--- config.mk ---
export PLATFORM = sky130hd
export DESIGN_NAME = apd_alternans_monitor_core_flat
export DESIGN_NICKNAME = d
export VERILOG_FILES = /design/src/rtl/apd_am_pkg.sv /design/src/rtl/apd_am_if.sv /design/src/rtl/apd_am_div.sv /design/src/rtl/apd_alternans_monitor_core.sv /design/src/flat_wrapper.sv
export VERILOG_INCLUDE_DIRS = /design/src /design/src/rtl
export SDC_FILE = /design/constraint.sdc
export NUM_CORES = 2
export LEC_CHECK = 0
export ABC_AREA = 1
export BUFFER_PORTS_ARGS = -buffer_cell sky130_fd_sc_hd__buf_4
export CAP_MARGIN = 20
export CORE_UTILIZATION = 60
export CTS_CLUSTER_DIAMETER = 100
export DETAILED_ROUTE_END_ITERATION = 7
export GPL_TIMING_DRIVEN = 1
export MAX_ROUTING_LAYER = met4
export PLACE_DENSITY = 0.77
export RECOVER_POWER = 50
export SYNTH_ARGS = -nofsm -noshare
export SYNTH_HDL_FRONTEND = slang
export SYNTH_SLANG_ARGS = --single-unit
--- constraint.sdc ---
create_clock -name clk_i -period 14.4 [get_ports clk_i]
set_clock_uncertainty 0.15 [all_clocks]
set_input_delay 2.16 -clock clk_i [delete_from_list [all_inputs] [get_ports clk_i]]
set_output_delay 2.16 -clock clk_i [all_outputs]
set_load 0.005 [all_outputs]
--- src/rtl/apd_alternans_monitor_core_macros.svh ---
// Assertion macros shared by the monitor RTL.
// Needs clk_i and rst_ni in the scope of each use.
`ifndef APD_ALTERNANS_MONITOR_CORE_MACROS_SVH
`define APD_ALTERNANS_MONITOR_CORE_MACROS_SVH

// Same-cycle implication, checked out of reset
`define APD_AM_ASSERT_NOW(name, ante, cons) \
  name: assert property (@(posedge clk_i) disable iff (!rst_ni) (ante) |-> (cons)) \
    else $error("apd_am assertion failed");

// Next-cycle implication, checked out of reset
`define APD_AM_ASSERT_NEXT(name, ante, cons) \
  name: assert property (@(posedge clk_i) disable iff (!rst_ni) (ante) |=> (cons)) \
    else $error("apd_am assertion failed");

`endif

--- src/rtl/apd_am_pkg.sv ---
// Shared types, constants and helpers of the APD alternans monitor.
// No dependencies; imported by the interfaces, the divider and the top level.
package apd_am_pkg;

  localparam int WINDOW_LEN_DEF = 11;

  localparam int TIME_W     = 32;
  localparam int VOLT_W     = 15;
  localparam int APD_W      = 24;
  localparam int ANM_W      = 32;
  localparam int AMP_W      = 15;
  localparam int THR_W      = 16;
  localparam int LONG_W     = 3;
  localparam int CFG_IDX_W  = 2;
  localparam int CFG_DATA_W = 24;
  localparam int FRAC_W     = 16;

  localparam logic signed [VOLT_W-1:0] V_MIN = -15'sd12800;
  localparam logic signed [VOLT_W-1:0] V_MAX = 15'sd6400;
  localparam logic [LONG_W-1:0]        LONG_LIMIT = 3'd4;

  localparam logic [APD_W-1:0]         CYCLE_LEN_RST = 24'd1000000;
  localparam logic [AMP_W-1:0]         AMP_THR_RST   = 15'd0;
  localparam logic signed [VOLT_W-1:0] REPOL_RST     = -15'sd4480;
  localparam logic [THR_W-1:0]         ANM_THR_RST   = 16'd3277;

  typedef enum logic [CFG_IDX_W-1:0] {
    CFG_CYCLE_LEN   = 2'd0,
    CFG_AMP_THR     = 2'd1,
    CFG_REPOL_LEVEL = 2'd2,
    CFG_ANM_THR     = 2'd3
  } cfg_idx_e;

  typedef enum logic [2:0] {
    ST_IDLE,
    ST_READ,
    ST_MUL,
    ST_DIV_GO,
    ST_DIV_WAIT,
    ST_FIN
  } state_e;

  typedef struct packed {
    logic busy;
    logic done;
  } div_stat_t;

  // Clamp a 15-bit voltage code to the physiological range
  function automatic logic signed [VOLT_W-1:0] sat_volt(input logic signed [VOLT_W-1:0] raw);
    logic signed [VOLT_W-1:0] v;
    v = raw;
    if (raw < V_MIN) v = V_MIN;
    if (raw > V_MAX) v = V_MAX;
    return v;
  endfunction

endpackage

--- src/rtl/apd_am_if.sv ---
// Valid/ready channels of the monitor: sample/evaluate input and result output.
// Depends on apd_am_pkg for the field widths.
interface apd_am_in_if import apd_am_pkg::*; ();
  logic                     valid;
  logic                     ready;
  logic                     mode;
  logic [TIME_W-1:0]        sample_time;
  logic signed [VOLT_W-1:0] voltage;

  modport source (output valid, mode, sample_time, voltage, input ready);
  modport sink   (input valid, mode, sample_time, voltage, output ready);
endinterface

interface apd_am_out_if import apd_am_pkg::*; ();
  logic              valid;
  logic              ready;
  logic              apd_valid;
  logic [APD_W-1:0]  apd;
  logic              anm_valid;
  logic [ANM_W-1:0]  anm;
  logic              alternant;
  logic              too_few;

  modport source (output valid, apd_valid, apd, anm_valid, anm, alternant, too_few,
                  input ready);
  modport sink   (input valid, apd_valid, apd, anm_valid, anm, alternant, too_few,
                  output ready);
endinterface

--- src/rtl/apd_am_div.sv ---
// Restoring bit-serial unsigned divider, one quotient bit per cycle.
// Depends on apd_am_pkg (status struct) and the assertion macro header.
`include "apd_alternans_monitor_core_macros.svh"

module apd_am_div import apd_am_pkg::*; #(
  parameter int NUM_W = 48,
  parameter int DEN_W = 32
) (
  input  logic             clk_i,
  input  logic             rst_ni,
  input  logic             start_i,
  input  logic [NUM_W-1:0] num_i,
  input  logic [DEN_W-1:0] den_i,
  output div_stat_t        stat_o,
  output logic [NUM_W-1:0] quot_o
);

  localparam int CNT_W = $clog2(NUM_W + 1);

  logic [CNT_W-1:0] cnt_q, cnt_d;
  logic             done_q, done_d;
  logic [DEN_W-1:0] rem_q, rem_d;
  logic [DEN_W-1:0] den_q;
  logic [NUM_W-1:0] quo_q, quo_d;
  logic [DEN_W:0]   trial;
  logic             qbit;

  // One restoring step: shift in the next dividend bit, subtract if it fits
  always_comb begin
    trial  = {rem_q, quo_q[NUM_W-1]};
    qbit   = (trial >= {1'b0, den_q});
    rem_d  = qbit ? DEN_W'(trial - {1'b0, den_q}) : trial[DEN_W-1:0];
    quo_d  = {quo_q[NUM_W-2:0], qbit};
    cnt_d  = cnt_q;
    done_d = 1'b0;
    if (start_i) begin
      cnt_d = CNT_W'(NUM_W);
    end else if (cnt_q != '0) begin
      cnt_d  = cnt_q - 1'b1;
      done_d = (cnt_q == CNT_W'(1));
    end
  end

  // Hold control state
  always_ff @(posedge clk_i or negedge rst_ni) begin
    if (!rst_ni) begin
      cnt_q  <= '0;
      done_q <= 1'b0;
    end else begin
      cnt_q  <= cnt_d;
      done_q <= done_d;
    end
  end

  // Load operands on start, advance one bit per busy cycle
  always_ff @(posedge clk_i) begin
    if (start_i) begin
      rem_q <= '0;
      den_q <= den_i;
      quo_q <= num_i;
    end else if (cnt_q != '0) begin
      rem_q <= rem_d;
      quo_q <= quo_d;
    end
  end

  assign stat_o.busy = (cnt_q != '0);
  assign stat_o.done = done_q;
  assign quot_o      = quo_q;

  `APD_AM_ASSERT_NOW(a_div_start_idle, start_i, cnt_q == '0)
  `APD_AM_ASSERT_NOW(a_div_done_not_busy, done_q, cnt_q == '0)
  `APD_AM_ASSERT_NEXT(a_div_start_busy, start_i, cnt_q == CNT_W'(NUM_W))

endmodule

--- src/rtl/apd_alternans_monitor_core.sv ---
// Sample result: held in the input buffer, then loaded into the output register once free;
// the buffer takes the next sample once the last one is popped. Evaluate with a full window:
// the result follows the ring walk through its single read port and the bit-serial divider.
// Evaluate with too few APDs: the result takes the same path as a sample.
// Reset (async, active low): registers to defaults, tracker and counts cleared;
// the APD ring needs no clearing pass, entries are read only after being written.
`include "apd_alternans_monitor_core_macros.svh"

module apd_alternans_monitor_core import apd_am_pkg::*; #(
  parameter int WINDOW_LEN = WINDOW_LEN_DEF
) (
  input  logic                  clk_i,
  input  logic                  rst_ni,
  input  logic                  cfg_we_i,
  input  logic [CFG_IDX_W-1:0]  cfg_idx_i,
  input  logic [CFG_DATA_W-1:0] cfg_wdata_i,
  apd_am_in_if.sink             in_if,
  apd_am_out_if.source          out_if
);

  localparam int PTR_W  = $clog2(WINDOW_LEN);
  localparam int CNT_W  = $clog2(WINDOW_LEN + 1);
  localparam int SUM_W  = APD_W + $clog2(WINDOW_LEN);
  localparam int NUM_W  = SUM_W + $clog2(WINDOW_LEN) + FRAC_W;
  localparam int DEN_W  = SUM_W + $clog2(WINDOW_LEN);

  // Configuration registers
  logic [APD_W-1:0]         cycle_len_q;
  logic [AMP_W-1:0]         amp_thr_q;
  logic signed [VOLT_W-1:0] repol_q;
  logic [THR_W-1:0]         anm_thr_q;

  // Input buffer
  logic                     ibuf_vld_q;
  logic                     ibuf_mode_q;
  logic [TIME_W-1:0]        ibuf_time_q;
  logic signed [VOLT_W-1:0] ibuf_volt_q;

  // Waveform tracker
  logic signed [VOLT_W-1:0] prev_q, peak_q, level_q;
  logic                     primed_q, rising_q;
  logic [TIME_W-1:0]        depol_q;

  // Ring bookkeeping
  logic [PTR_W-1:0]  win_ptr_q;
  logic [CNT_W-1:0]  apd_cnt_q;
  logic [LONG_W-1:0] long_cnt_q;

  // Ring memory
  logic [APD_W-1:0] ring_mem [WINDOW_LEN];
  logic [APD_W-1:0] rdata_q;
  logic             mem_we;

  // Evaluation datapath
  state_e           st_q, st_d;
  logic [CNT_W-1:0] rd_cnt_q;
  logic [PTR_W-1:0] rd_ptr_q;
  logic [APD_W-1:0] last_q;
  logic [SUM_W-1:0] sum_q;
  logic [SUM_W-1:0] diff_q;
  logic [NUM_W-1:0] num_q;
  logic [DEN_W-1:0] den_q;
  logic             zero_q;
  div_stat_t        div_stat;
  logic [NUM_W-1:0] quot;
  logic             div_start;

  // Output register
  logic             out_vld_q;
  logic             o_apd_vld_q, o_anm_vld_q, o_alt_q, o_few_q;
  logic [APD_W-1:0] o_apd_q;
  logic [ANM_W-1:0] o_anm_q;
  logic             out_free;

  // FSM strobes
  logic ibuf_pop, sample_go, ev_short, rd_init, fin_load;

  // Sample path signals
  logic signed [VOLT_W-1:0] v;
  logic signed [VOLT_W:0]   swing;
  logic                     rise, fall, arm, dn_cross, up_cross;
  logic signed [VOLT_W-1:0] level_n;
  logic [TIME_W-1:0]        apd_raw;
  logic [APD_W-1:0]         apd_sat;
  logic [APD_W-1:0]         abs_diff;
  logic [ANM_W-1:0]         anm_v;
  logic                     alt_v;

  // Register writes
  always_ff @(posedge clk_i or negedge rst_ni) begin
    if (!rst_ni) begin
      cycle_len_q <= CYCLE_LEN_RST;
      amp_thr_q   <= AMP_THR_RST;
      repol_q     <= REPOL_RST;
      anm_thr_q   <= ANM_THR_RST;
    end else if (cfg_we_i) begin
      unique case (cfg_idx_e'(cfg_idx_i))
        CFG_CYCLE_LEN:   cycle_len_q <= cfg_wdata_i[APD_W-1:0];
        CFG_AMP_THR:     amp_thr_q   <= cfg_wdata_i[AMP_W-1:0];
        CFG_REPOL_LEVEL: repol_q     <= sat_volt($signed(cfg_wdata_i[VOLT_W-1:0]));
        CFG_ANM_THR:     anm_thr_q   <= cfg_wdata_i[THR_W-1:0];
        default: ;
      endcase
    end
  end

  // Buffer one input transfer
  assign in_if.ready = !ibuf_vld_q;
  always_ff @(posedge clk_i or negedge rst_ni) begin
    if (!rst_ni) begin
      ibuf_vld_q <= 1'b0;
    end else if (in_if.valid && !ibuf_vld_q) begin
      ibuf_vld_q <= 1'b1;
    end else if (ibuf_pop) begin
      ibuf_vld_q <= 1'b0;
    end
  end
  always_ff @(posedge clk_i) begin
    if (in_if.valid && !ibuf_vld_q) begin
      ibuf_mode_q <= in_if.mode;
      ibuf_time_q <= in_if.sample_time;
      ibuf_volt_q <= in_if.voltage;
    end
  end

  // Peak/valley tracking, level arming and crossing detection
  always_comb begin
    v        = sat_volt(ibuf_volt_q);
    rise     = (v > prev_q) && !rising_q;
    fall     = (v < prev_q) && rising_q;
    swing    = {peak_q[VOLT_W-1], peak_q} - {prev_q[VOLT_W-1], prev_q};
    arm      = rise && (swing > $signed({1'b0, amp_thr_q}));
    level_n  = arm ? repol_q : level_q;
    dn_cross = (prev_q > level_n) && (v <= level_n);
    up_cross = (prev_q <= level_n) && (v > level_n);
    apd_raw  = ibuf_time_q - depol_q;
    apd_sat  = (|apd_raw[TIME_W-1:APD_W]) ? '1 : apd_raw[APD_W-1:0];
  end

  assign mem_we = sample_go && primed_q && dn_cross;

  always_ff @(posedge clk_i or negedge rst_ni) begin
    if (!rst_ni) begin
      prev_q   <= '0;
      peak_q   <= '0;
      level_q  <= '0;
      primed_q <= 1'b0;
      rising_q <= 1'b0;
      depol_q  <= '0;
    end else if (sample_go) begin
      prev_q <= v;
      if (!primed_q) begin
        primed_q <= 1'b1;
      end else begin
        if (rise) begin
          rising_q <= 1'b1;
        end else if (fall) begin
          rising_q <= 1'b0;
          peak_q   <= prev_q;
        end
        level_q <= level_n;
        if (up_cross) depol_q <= ibuf_time_q;
      end
    end
  end

  // Ring pointer and counts; evaluation clears them
  always_ff @(posedge clk_i or negedge rst_ni) begin
    if (!rst_ni) begin
      win_ptr_q  <= '0;
      apd_cnt_q  <= '0;
      long_cnt_q <= '0;
    end else if (ev_short || fin_load) begin
      win_ptr_q  <= '0;
      apd_cnt_q  <= '0;
      long_cnt_q <= '0;
    end else if (mem_we) begin
      win_ptr_q <= (win_ptr_q == PTR_W'(WINDOW_LEN - 1)) ? '0 : win_ptr_q + 1'b1;
      if (apd_cnt_q != CNT_W'(WINDOW_LEN)) apd_cnt_q <= apd_cnt_q + 1'b1;
      if ((apd_sat > cycle_len_q) && (long_cnt_q != '1)) long_cnt_q <= long_cnt_q + 1'b1;
    end
  end

  // APD ring: one write port, one registered read port
  always_ff @(posedge clk_i) begin
    if (mem_we) ring_mem[win_ptr_q] <= apd_sat;
    rdata_q <= ring_mem[rd_ptr_q];
  end

  // Control FSM: state register
  always_ff @(posedge clk_i or negedge rst_ni) begin
    if (!rst_ni) st_q <= ST_IDLE;
    else         st_q <= st_d;
  end

  // Control FSM: next state and strobes
  always_comb begin
    st_d      = st_q;
    ibuf_pop  = 1'b0;
    sample_go = 1'b0;
    ev_short  = 1'b0;
    rd_init   = 1'b0;
    div_start = 1'b0;
    fin_load  = 1'b0;
    unique case (st_q)
      ST_IDLE: begin
        if (ibuf_vld_q && out_free) begin
          ibuf_pop = 1'b1;
          if (!ibuf_mode_q) begin
            sample_go = 1'b1;
          end else if (apd_cnt_q != CNT_W'(WINDOW_LEN)) begin
            ev_short = 1'b1;
          end else begin
            rd_init = 1'b1;
            st_d    = ST_READ;
          end
        end
      end
      ST_READ: begin
        if (rd_cnt_q == CNT_W'(WINDOW_LEN)) st_d = ST_MUL;
      end
      ST_MUL: st_d = ST_DIV_GO;
      ST_DIV_GO: begin
        div_start = 1'b1;
        st_d      = ST_DIV_WAIT;
      end
      ST_DIV_WAIT: begin
        if (div_stat.done) st_d = ST_FIN;
      end
      ST_FIN: begin
        if (out_free) begin
          fin_load = 1'b1;
          st_d     = ST_IDLE;
        end
      end
      default: st_d = ST_IDLE;
    endcase
  end

  // Walk the ring oldest to newest; the read data is registered
  assign abs_diff = (rdata_q > last_q) ? rdata_q - last_q : last_q - rdata_q;

  always_ff @(posedge clk_i) begin
    if (rd_init) begin
      rd_ptr_q <= win_ptr_q;
      rd_cnt_q <= '0;
      sum_q    <= '0;
      diff_q   <= '0;
    end else if (st_q == ST_READ) begin
      rd_ptr_q <= (rd_ptr_q == PTR_W'(WINDOW_LEN - 1)) ? '0 : rd_ptr_q + 1'b1;
      rd_cnt_q <= rd_cnt_q + 1'b1;
      if (rd_cnt_q != '0) begin
        sum_q  <= sum_q + SUM_W'(rdata_q);
        last_q <= rdata_q;
        if (rd_cnt_q != CNT_W'(1)) diff_q <= diff_q + SUM_W'(abs_diff);
      end
    end else if (st_q == ST_MUL) begin
      num_q  <= (NUM_W'(diff_q) * NUM_W'(WINDOW_LEN)) << FRAC_W;
      den_q  <= DEN_W'(sum_q) * DEN_W'(WINDOW_LEN - 1);
      zero_q <= (sum_q == '0);
    end
  end

  apd_am_div #(
    .NUM_W (NUM_W),
    .DEN_W (DEN_W)
  ) u_div (
    .clk_i   (clk_i),
    .rst_ni  (rst_ni),
    .start_i (div_start),
    .num_i   (num_q),
    .den_i   (den_q),
    .stat_o  (div_stat),
    .quot_o  (quot)
  );

  // Saturate the ratio and decide alternans
  always_comb begin
    if (zero_q) anm_v = '0;
    else        anm_v = (|quot[NUM_W-1:ANM_W]) ? '1 : quot[ANM_W-1:0];
    alt_v = (anm_v > ANM_W'(anm_thr_q)) || (long_cnt_q > LONG_LIMIT);
  end

  // Output register: load a result, drop it on transfer
  assign out_free = !out_vld_q || out_if.ready;

  always_ff @(posedge clk_i or negedge rst_ni) begin
    if (!rst_ni) begin
      out_vld_q <= 1'b0;
    end else if (sample_go || ev_short || fin_load) begin
      out_vld_q <= 1'b1;
    end else if (out_if.ready) begin
      out_vld_q <= 1'b0;
    end
  end

  always_ff @(posedge clk_i) begin
    if (sample_go) begin
      o_apd_vld_q <= mem_we;
      o_apd_q     <= mem_we ? apd_sat : '0;
      o_anm_vld_q <= 1'b0;
      o_anm_q     <= '0;
      o_alt_q     <= 1'b0;
      o_few_q     <= 1'b0;
    end else if (ev_short) begin
      o_apd_vld_q <= 1'b0;
      o_apd_q     <= '0;
      o_anm_vld_q <= 1'b0;
      o_anm_q     <= '0;
      o_alt_q     <= 1'b1;
      o_few_q     <= 1'b1;
    end else if (fin_load) begin
      o_apd_vld_q <= 1'b0;
      o_apd_q     <= '0;
      o_anm_vld_q <= 1'b1;
      o_anm_q     <= anm_v;
      o_alt_q     <= alt_v;
      o_few_q     <= 1'b0;
    end
  end

  assign out_if.valid     = out_vld_q;
  assign out_if.apd_valid = o_apd_vld_q;
  assign out_if.apd       = o_apd_q;
  assign out_if.anm_valid = o_anm_vld_q;
  assign out_if.anm       = o_anm_q;
  assign out_if.alternant = o_alt_q;
  assign out_if.too_few   = o_few_q;

  `APD_AM_ASSERT_NOW(a_ptr_in_ring, 1'b1, win_ptr_q <= PTR_W'(WINDOW_LEN - 1))
  `APD_AM_ASSERT_NOW(a_cnt_bound, 1'b1, apd_cnt_q <= CNT_W'(WINDOW_LEN))
  `APD_AM_ASSERT_NOW(a_walk_full, st_q != ST_IDLE, apd_cnt_q == CNT_W'(WINDOW_LEN))
  `APD_AM_ASSERT_NOW(a_div_busy_in_wait, div_stat.busy, st_q == ST_DIV_WAIT)

endmodule
--- src/flat_wrapper.sv ---
// flat-port wrapper written by rule: the top's interface ports become plain ports
module apd_alternans_monitor_core_flat import apd_am_pkg::*;
#(
  parameter int WINDOW_LEN = WINDOW_LEN_DEF
)
  (clk_i, rst_ni, cfg_we_i, cfg_idx_i, cfg_wdata_i, in_if_valid, in_if_mode, in_if_sample_time, in_if_voltage, in_if_ready, out_if_valid, out_if_apd_valid, out_if_apd, out_if_anm_valid, out_if_anm, out_if_alternant, out_if_too_few, out_if_ready);
  apd_am_in_if in_if_i ();
  apd_am_out_if out_if_i ();
  input  logic clk_i;
  input  logic rst_ni;
  input  logic cfg_we_i;
  input  logic [CFG_IDX_W-1:0] cfg_idx_i;
  input  logic [CFG_DATA_W-1:0] cfg_wdata_i;
  input wire logic [$bits(in_if_i.valid)-1:0] in_if_valid;
  input wire logic [$bits(in_if_i.mode)-1:0] in_if_mode;
  input wire logic [$bits(in_if_i.sample_time)-1:0] in_if_sample_time;
  input wire logic [$bits(in_if_i.voltage)-1:0] in_if_voltage;
  output wire logic [$bits(in_if_i.ready)-1:0] in_if_ready;
  output wire logic [$bits(out_if_i.valid)-1:0] out_if_valid;
  output wire logic [$bits(out_if_i.apd_valid)-1:0] out_if_apd_valid;
  output wire logic [$bits(out_if_i.apd)-1:0] out_if_apd;
  output wire logic [$bits(out_if_i.anm_valid)-1:0] out_if_anm_valid;
  output wire logic [$bits(out_if_i.anm)-1:0] out_if_anm;
  output wire logic [$bits(out_if_i.alternant)-1:0] out_if_alternant;
  output wire logic [$bits(out_if_i.too_few)-1:0] out_if_too_few;
  input wire logic [$bits(out_if_i.ready)-1:0] out_if_ready;
  assign in_if_i.valid = in_if_valid;
  assign in_if_i.mode = in_if_mode;
  assign in_if_i.sample_time = in_if_sample_time;
  assign in_if_i.voltage = in_if_voltage;
  assign in_if_ready = in_if_i.ready;
  assign out_if_valid = out_if_i.valid;
  assign out_if_apd_valid = out_if_i.apd_valid;
  assign out_if_apd = out_if_i.apd;
  assign out_if_anm_valid = out_if_i.anm_valid;
  assign out_if_anm = out_if_i.anm;
  assign out_if_alternant = out_if_i.alternant;
  assign out_if_too_few = out_if_i.too_few;
  assign out_if_i.ready = out_if_ready;
  apd_alternans_monitor_core #(.WINDOW_LEN(WINDOW_LEN)) u_core (.clk_i(clk_i), .rst_ni(rst_ni), .cfg_we_i(cfg_we_i), .cfg_idx_i(cfg_idx_i), .cfg_wdata_i(cfg_wdata_i), .in_if(in_if_i), .out_if(out_if_i));
endmodule
# --- Yosys cells after proc, flatten, opt, wreduce, memory -nomap -nowiden ---
# Memories as Yosys holds them, arrays and structs flattened. A register that Yosys moved wholly into a read port is not among the register bits.
# Index checks and enable logic that the tools add are counted.
word_totals:
  reg_bits: 543
  mem_bits_rw: 264
  inputBits: 79
  output_inout_bits: 62
  wordCells: 215
  n_memories: 1
op_classes:
  addsub: 13
  n_mul: 2
  magnitude_cmp: 16
  n_eq_ne: 21
  mux: 69
  n_bitwise: 3
  n_reduce_logical: 51
memory_table:
  columns: ["memory", "words", "word_bits", "rd", "rd_ports_with_merged_regs", "wr", "line", "rtl"]
  rows:
  - ["u_core.ring_mem", 11, 24, 1, 1, 1, "apd_alternans_monitor_core.sv:50", "logic [APD_W-1:0] ring_mem [WINDOW_LEN];"]
op_table:
  columns: ["op", "n"]
  rows:
  - ["24-bit two-way mux", 6]
  - ["32-bit two-way mux", 3]
  - ["48-bit two-way mux", 2]
  - ["15-bit two-way mux", 5]
  - ["32-bit subtractor", 2]
  - ["28-bit by 24-bit adder with 28-bit output", 2]
  - ["24-bit > comparator", 2]
  - ["24-bit subtractor", 2]
  - ["15-bit > comparator", 3]
  - ["4-bit two-way mux", 9]
  - ["33-bit by 32-bit >= comparator with 1-bit output", 1]
  - ["32-bit by 16-bit > comparator with 1-bit output", 1]
  - ["28-bit by 4-bit multiplier with 32-bit output (second input constant)", 1]
  - ["1-bit two-way mux", 32]
  - ["28-bit by 3-bit multiplier with 31-bit output (second input constant)", 1]
  - ["15-bit by 14-bit > comparator with 1-bit output (second input constant)", 2]
  - ["15-bit less-or-equal comparator", 2]
  - ["15-bit less-than comparator (second input constant)", 2]
  - ["28-bit logical NOT", 1]
  - ["3-bit two-way mux", 9]
  - ["3-bit one-hot mux with 6 select lines", 1]
  - ["2-bit nonzero test", 9]
  - ["4-bit by 1-bit adder with 4-bit output (second input constant)", 4]
  - ["16-bit > comparator", 1]
  - ["34 further kinds", 72]

# --- Longest topological paths before layout ---
depth:
  ltp_word: 12
  depth_mapped: 42
  mapped_depth_nobuf: 41

# --- By module ---
# A second synthesis with hierarchy kept.
hier_totals:
  cells_unflattened: 5288
  area_unflattened_um2: 47256.6
modules_own_cells:
  columns: ["module", "instances", "cells_each", "area_each_um2", "seq_area_each_um2"]
  rows:
  - ["apd_alternans_monitor_core", 1, 4224, 39685.6, 19418.6]
  - ["apd_am_div", 1, 1064, 7571.0, 3218.1]

# --- Worst setup path before layout ---
# OpenSTA, ideal clock, no wires.
synth_path:
  path_kind: "register to register"
  start: "register u_core.prev_q[0]"
  end: "memory u_core.ring_mem[3][0] (enable)"
  setup_ns: 0.435
  arrival_ns: 7.264
  required_time_ns: 13.815
  path_slack_ns: 6.551
  path_stages_with_launch: 38
  n_path_buf: 3
  period_less_slack_ns: 7.849
  cell_sequence: "dfrtp_1 ha_1 fa_1 nand3b_1 and2_1 o21ai_0 a21o_1 a21oi_1 o21ai_0 a21oi_1 o21bai_1 a21oi_1 o21ai_0 a21oi_1 o21ai_0 xor2_1 ha_1 nand2_1 [2 not listed] nor2_1 a21oi_4 nand4_4 buf_6 clkbuf_1 a21oi_1 ha_1 nand2_1 nor2_1 nand4_1 nor3_2 nand2_2 nand3_2 nand2_1 nor2_2 nand3_2 buf_6 nor3_1"
synth_between:
  elab_chain_cells: 9
  word_cells_on_any_way: 12
  classes_between: "add/sub: 1; order compare: 4; mux: 3; reduce/logical: 4"
synth_rtl:
  columns: ["element", "line", "rtl"]
  rows:
  - ["from (decl)", "apd_alternans_monitor_core.sv:40", "logic signed [VOLT_W-1:0] prev_q, peak_q, level_q;"]
  - ["from (signal assigned)", "apd_alternans_monitor_core.sv:151", "prev_q <= v;"]
  - ["15-bit by 15-bit subtractor with 16-bit output or 15-bit > comparator (tied branches)", "apd_alternans_monitor_core.sv:131, apd_alternans_monitor_core.sv:129", null]
  - ["16-bit > comparator or 1-bit logical AND (tied branches)", "apd_alternans_monitor_core.sv:132, apd_alternans_monitor_core.sv:129", null]
  - ["1-bit logical AND", "apd_alternans_monitor_core.sv:132", "arm = rise && (swing > $signed({1'b0, amp_thr_q}));"]
  - ["15-bit two-way mux", "apd_alternans_monitor_core.sv:133", "level_n = arm ? repol_q : level_q;"]
  - ["15-bit > comparator or 15-bit less-or-equal comparator (tied branches)", "apd_alternans_monitor_core.sv:134", "dn_cross = (prev_q > level_n) && (v <= level_n);"]
  - ["1-bit logical AND *", "apd_alternans_monitor_core.sv:134", null]
  - ["1-bit logical AND *", "apd_alternans_monitor_core.sv:140", "assign mem_we = sample_go && primed_q && dn_cross;"]
  - ["1-bit two-way mux *", "apd_alternans_monitor_core.sv:186", "if (mem_we) ring_mem[win_ptr_q] <= apd_sat;"]
  - ["1-bit two-way mux (not written as such) *", "apd_alternans_monitor_core.sv:186", null]
  - ["to (decl)", "apd_alternans_monitor_core.sv:50", null]
# Every way passes the cells marked *; elsewhere a longest branch is shown, timed or not.

# --- Worst setup path in the final report ---
layout_path:
  start: "register u_core.prev_q[0]"
  end: "memory u_core.ring_mem[6][0] (enable)"
# Same word-level chain as after synthesis.

==> flow_metrics.py <==
metrics = {
    "run_status": {
        "outcome": "finished with violations",
        "violations": "capacitance limit, slew limit",
    },
    "synthesis": {
        "synth_seq_area_share": 0.495,
        "synth_cell_type_count": 71,
        "synth_edf_count": 508,
        "syn_nets": 5409,
        "yosys.area.top_type": "edfxtp_1",
        "yosys_warnings": 0,
        "yosysTopAreaCellShare": 0.334,
        "postSynthAreaPerCell_um2": 9.29,
        "synth_flop_cell": "edfxtp_1",
        "ys_ff_latch": 831,
        "synthCells": 4915,
        "synth.area.top_cells": "edfxtp_1 33%, ha_1 10%, dfrtp_1 8.3%",
        "async_reset_ff_frac": 0.207,
        "netlist_area_mm2": 0.0457,
    },
    "timing": {
        "slew_headroom": -1.64,
        "period_needed_ns": 9.05,
        "slew_violations": 689,
        "finalHoldViolCount": 0,
        "max_freq_mhz": 110,
        "hold_ws_ns": 0.255,
        "rsz0062_at_grt": "no",
        "finalSetupTns_ns": 0,
        "setup_viol": 0,
        "worst_pin_slew_ns": 3.96,
        "period_share": 0.629,
    },
    "pwr": {
        "power.total_mw": 7.34,
        "p_clk_frac": 0.317,
        "combPwrFrac": 0.291,
        "seq_power_share": 0.392,
        "vdd_drop_max_mv": 0.147,
        "p_leak_nw": 22.2,
        "power.switching_mw": 2.49,
        "pwr_density_cell_mw_per_mm2": 145,
        "p_int_mw": 4.85,
        "p_sw_frac": 0.339,
    },
    "min_path": {
        "hold_depth": 0,
        "min_to": "u_core.u_div.den_q[11]",
        "hold_start": "u_core.den_q[11]",
        "holdCritPathClass": "reg -> reg",
    },
    "floorplanning": {
        "coreArea_mm2": 0.0748,
        "die_area_mm2": 0.0772,
        "die_h_um": 278,
        "start_util": 0.610,
        "row_count": 100,
        "io_pins": 141,
        "dieWidth_um": 278,
    },
    "setup_path": {
        "r2r-end": "u_core.ring_mem[6][0]",
        "critPathLaunchType": "register",
        "r2r.worst_path.cells": 35,
        "crit_arrival_ns": 9.21,
        "end_kind": "register",
        "reg2reg_from": "u_core.prev_q[0]",
        "crit_fanout": 32,
        "critPathMaxStageDelay_ns": 0.85,
        "reg2reg_slack_ns": 5.35,
        "critPathKind": "reg -> reg",
        "cp_data_required_time_ns": 14.56,
        "cpMaxStageDelayCell": "nor2_1",
    },
    "cts": {
        "h-tree-depth": 3,
        "clk_pin_slew_worst_paths_ns": 0.06,
        "cts_buffer_depth": 3,
        "ctsResizeCount": 0,
        "clock-root-buffer": "clkbuf_16",
        "cts-buffers-inserted": 88,
        "clock_latency_ns": 0.66,
        "cts-hold-fix-buffers": 0,
        "cts.sinks": 831,
        "tritoncts": "yes",
        "post_cts_buffers": 0,
    },
    "routing": {
        "wl_mm": 109,
        "vias": 34239,
        "drc_errors": 0,
        "met1_length_mm": 48.4,
        "wl_per_cell_um": 18.0,
        "wl_met3_mm": 5.97,
        "ant_nets": 0,
        "wl_met2_mm": 51.4,
        "vias_per_cell": 5.62,
        "drtPass1Iterations": 6,
        "drtIter0Drc": 2632,
        "highest_layer": "met4",
    },
    "global_route": {
        "grt_util_all_layers": 0.292,
        "grt_max_degree": 81,
        "grt_pass1_wl_mm": 173,
        "gr-total-overflow": 0,
        "grt_antenna_before_repair": 2,
        "grt_pass1_vias": 32835,
    },
    "cells_and_area": {
        "syn_to_final_growth_pct": 10.9,
        "seqCellArea_mm2": 0.0226,
        "fin_cells": 6089,
        "multi_input_area_mm2": 0.0197,
        "num-fill-cells": 5881,
        "drive_gt1_frac": 0.0799,
        "nets": 5537,
    },
    "place": {
        "portBuffers": 140,
        "dpl.hpwl_mm": 77.5,
        "place_inst": 5919,
        "place_congestion": 0.949,
    },
    "job": {
        "maxCapViolations": 12,
    },
}
[cell families after synthesis]
logic type | count (synthesis) | synth area share
simple gates | 1493 | 0.137
buf+inv | 887 | 0.0744
xor+xnor | 183 | 0.0351
mux | 3 | 0.000657
compound gates | 1103 | 0.139
fa+ha+maj | 415 | 0.119
flops | 831 | 0.495
[routing by layer]
metal,global-route usage,vias to the layer above
li1,-,16950
met1,0.384,16101
met2,0.467,989
met3,0.0341,199
met4,0.106,0
met5,-,-
[worst max-delay path, delay by kind of cell, from the launching register on]
| kind | cells | cell delay, ns |
|---|---|---|
| AO/OA/AOI/OAI | 11 | 2.06 |
| adder cells (fa/ha/maj) | 4 | 1.18 |
| flip-flops | 1 | 0.41 |
| buffers and inverters | 1 | 0.37 |
| XOR/XNOR | 1 | 0.18 |
| multiplexers | 1 | 0.41 |
| AND/OR/NAND/NOR | 17 | 3.89 |
[synthesized netlist by cell type, types with 26 or more instances]
cell type and n:
clkbuf_1 124, nor2_1 319, o21bai_1 26, a21oi_1 360
nand3_1 160, nand4_1 48, xor2_1 116, dfrtp_1 152
xnor2_1 67, nand2_1 854, o21ai_0 453, edfxtp_1 508
inv_1 731, a31oi_1 27, dfxtp_1 151, ha_1 382
a221oi_1 39, o211ai_1 33, fa_1 33, nor3_1 32
[metrics by stage]
step / setup WS, ns / utilization / cell area, µm²
after floorplan: 6.55 / - / 45700
after global placement: 5.55 / 0.637 / 47700
after detailed placement: 5.41 / 0.638 / 47700
after CTS: 5.37 / 0.678 / 50700
after global routing: 4.70 / 0.677 / 50700
final: 5.35 / 0.677 / 50700
[worst max-delay path by stage]
| stage | slack [ns] | cells past startpoint | from | end |
|---|---|---|---|---|
| after CTS | 5.37 | 35 | u_core.prev_q[0] | u_core.ring_mem[6][0] |
| after global placement | 5.55 | 35 | u_core.prev_q[0] | u_core.ring_mem[6][16] |
| final | 5.35 | 35 | u_core.prev_q[0] | u_core.ring_mem[6][0] |
| after floorplan | 6.55 | 37 | u_core.prev_q[0] | u_core.ring_mem[3][0] |
| after global routing | 4.70 | 35 | u_core.prev_q[0] | u_core.ring_mem[6][0] |
| after detailed placement | 5.41 | 35 | u_core.prev_q[0] | u_core.ring_mem[6][8] |
[power by group through the flow]
stage	registers (mW)	clock network, mW	logic, mW
after detailed placement	2.92	0	2.13
final	2.88	2.33	2.14
after global routing	2.90	2.45	2.42
after floorplan	2.89	0	1.60
after CTS	2.87	2.36	2.15
after global placement	2.92	0	2.09
[cells in the final DEF (no fill, tap or decap), types with 23 or more instances in the layout]
master / count
dfrtp_1: 152
ha_1: 382
a31oi_1: 27
xnor2_1: 67
nor3_1: 30
o21ai_0: 453
o211ai_1: 33
a221oi_1: 39
edfxtp_1: 508
o21bai_1: 26
xor2_1: 116
clkbuf_16: 90
nand4_1: 48
nor2_1: 308
dfxtp_1: 151
fa_1: 33
clkbuf_1: 39
a21oi_1: 360
nor2_2: 23
buf_4: 66
clkbuf_4: 94
nand2_1: 854
nand3_1: 160
inv_1: 730
[sequential cells by signal, indices dropped and copies added (netlist names), 31 cells and up]
signal / count
u_core.ring_mem: 264
u_core.u_div.quot_o: 48
u_core.depol_q: 32
u_core.ibuf_time_q: 32
u_core.num_q: 32
u_core.out_if.anm: 32
u_core.u_div.rem_q: 32
u_core.den_q: 31
u_core.u_div.den_q: 31
[final cells by class]
class | count | share of cell area
clock buffer | 118 | 0.0485
timing repair buffer | 184 | 0.0262
clock inverter | 47 | 0.0108
inverter | 741 | 0.0549
multi-input combinational | 3197 | 0.389
sequential | 831 | 0.446
antenna | 2 | 0.0000988
tap | 969 | 0.0239
(Power assumes the default switching activity.)
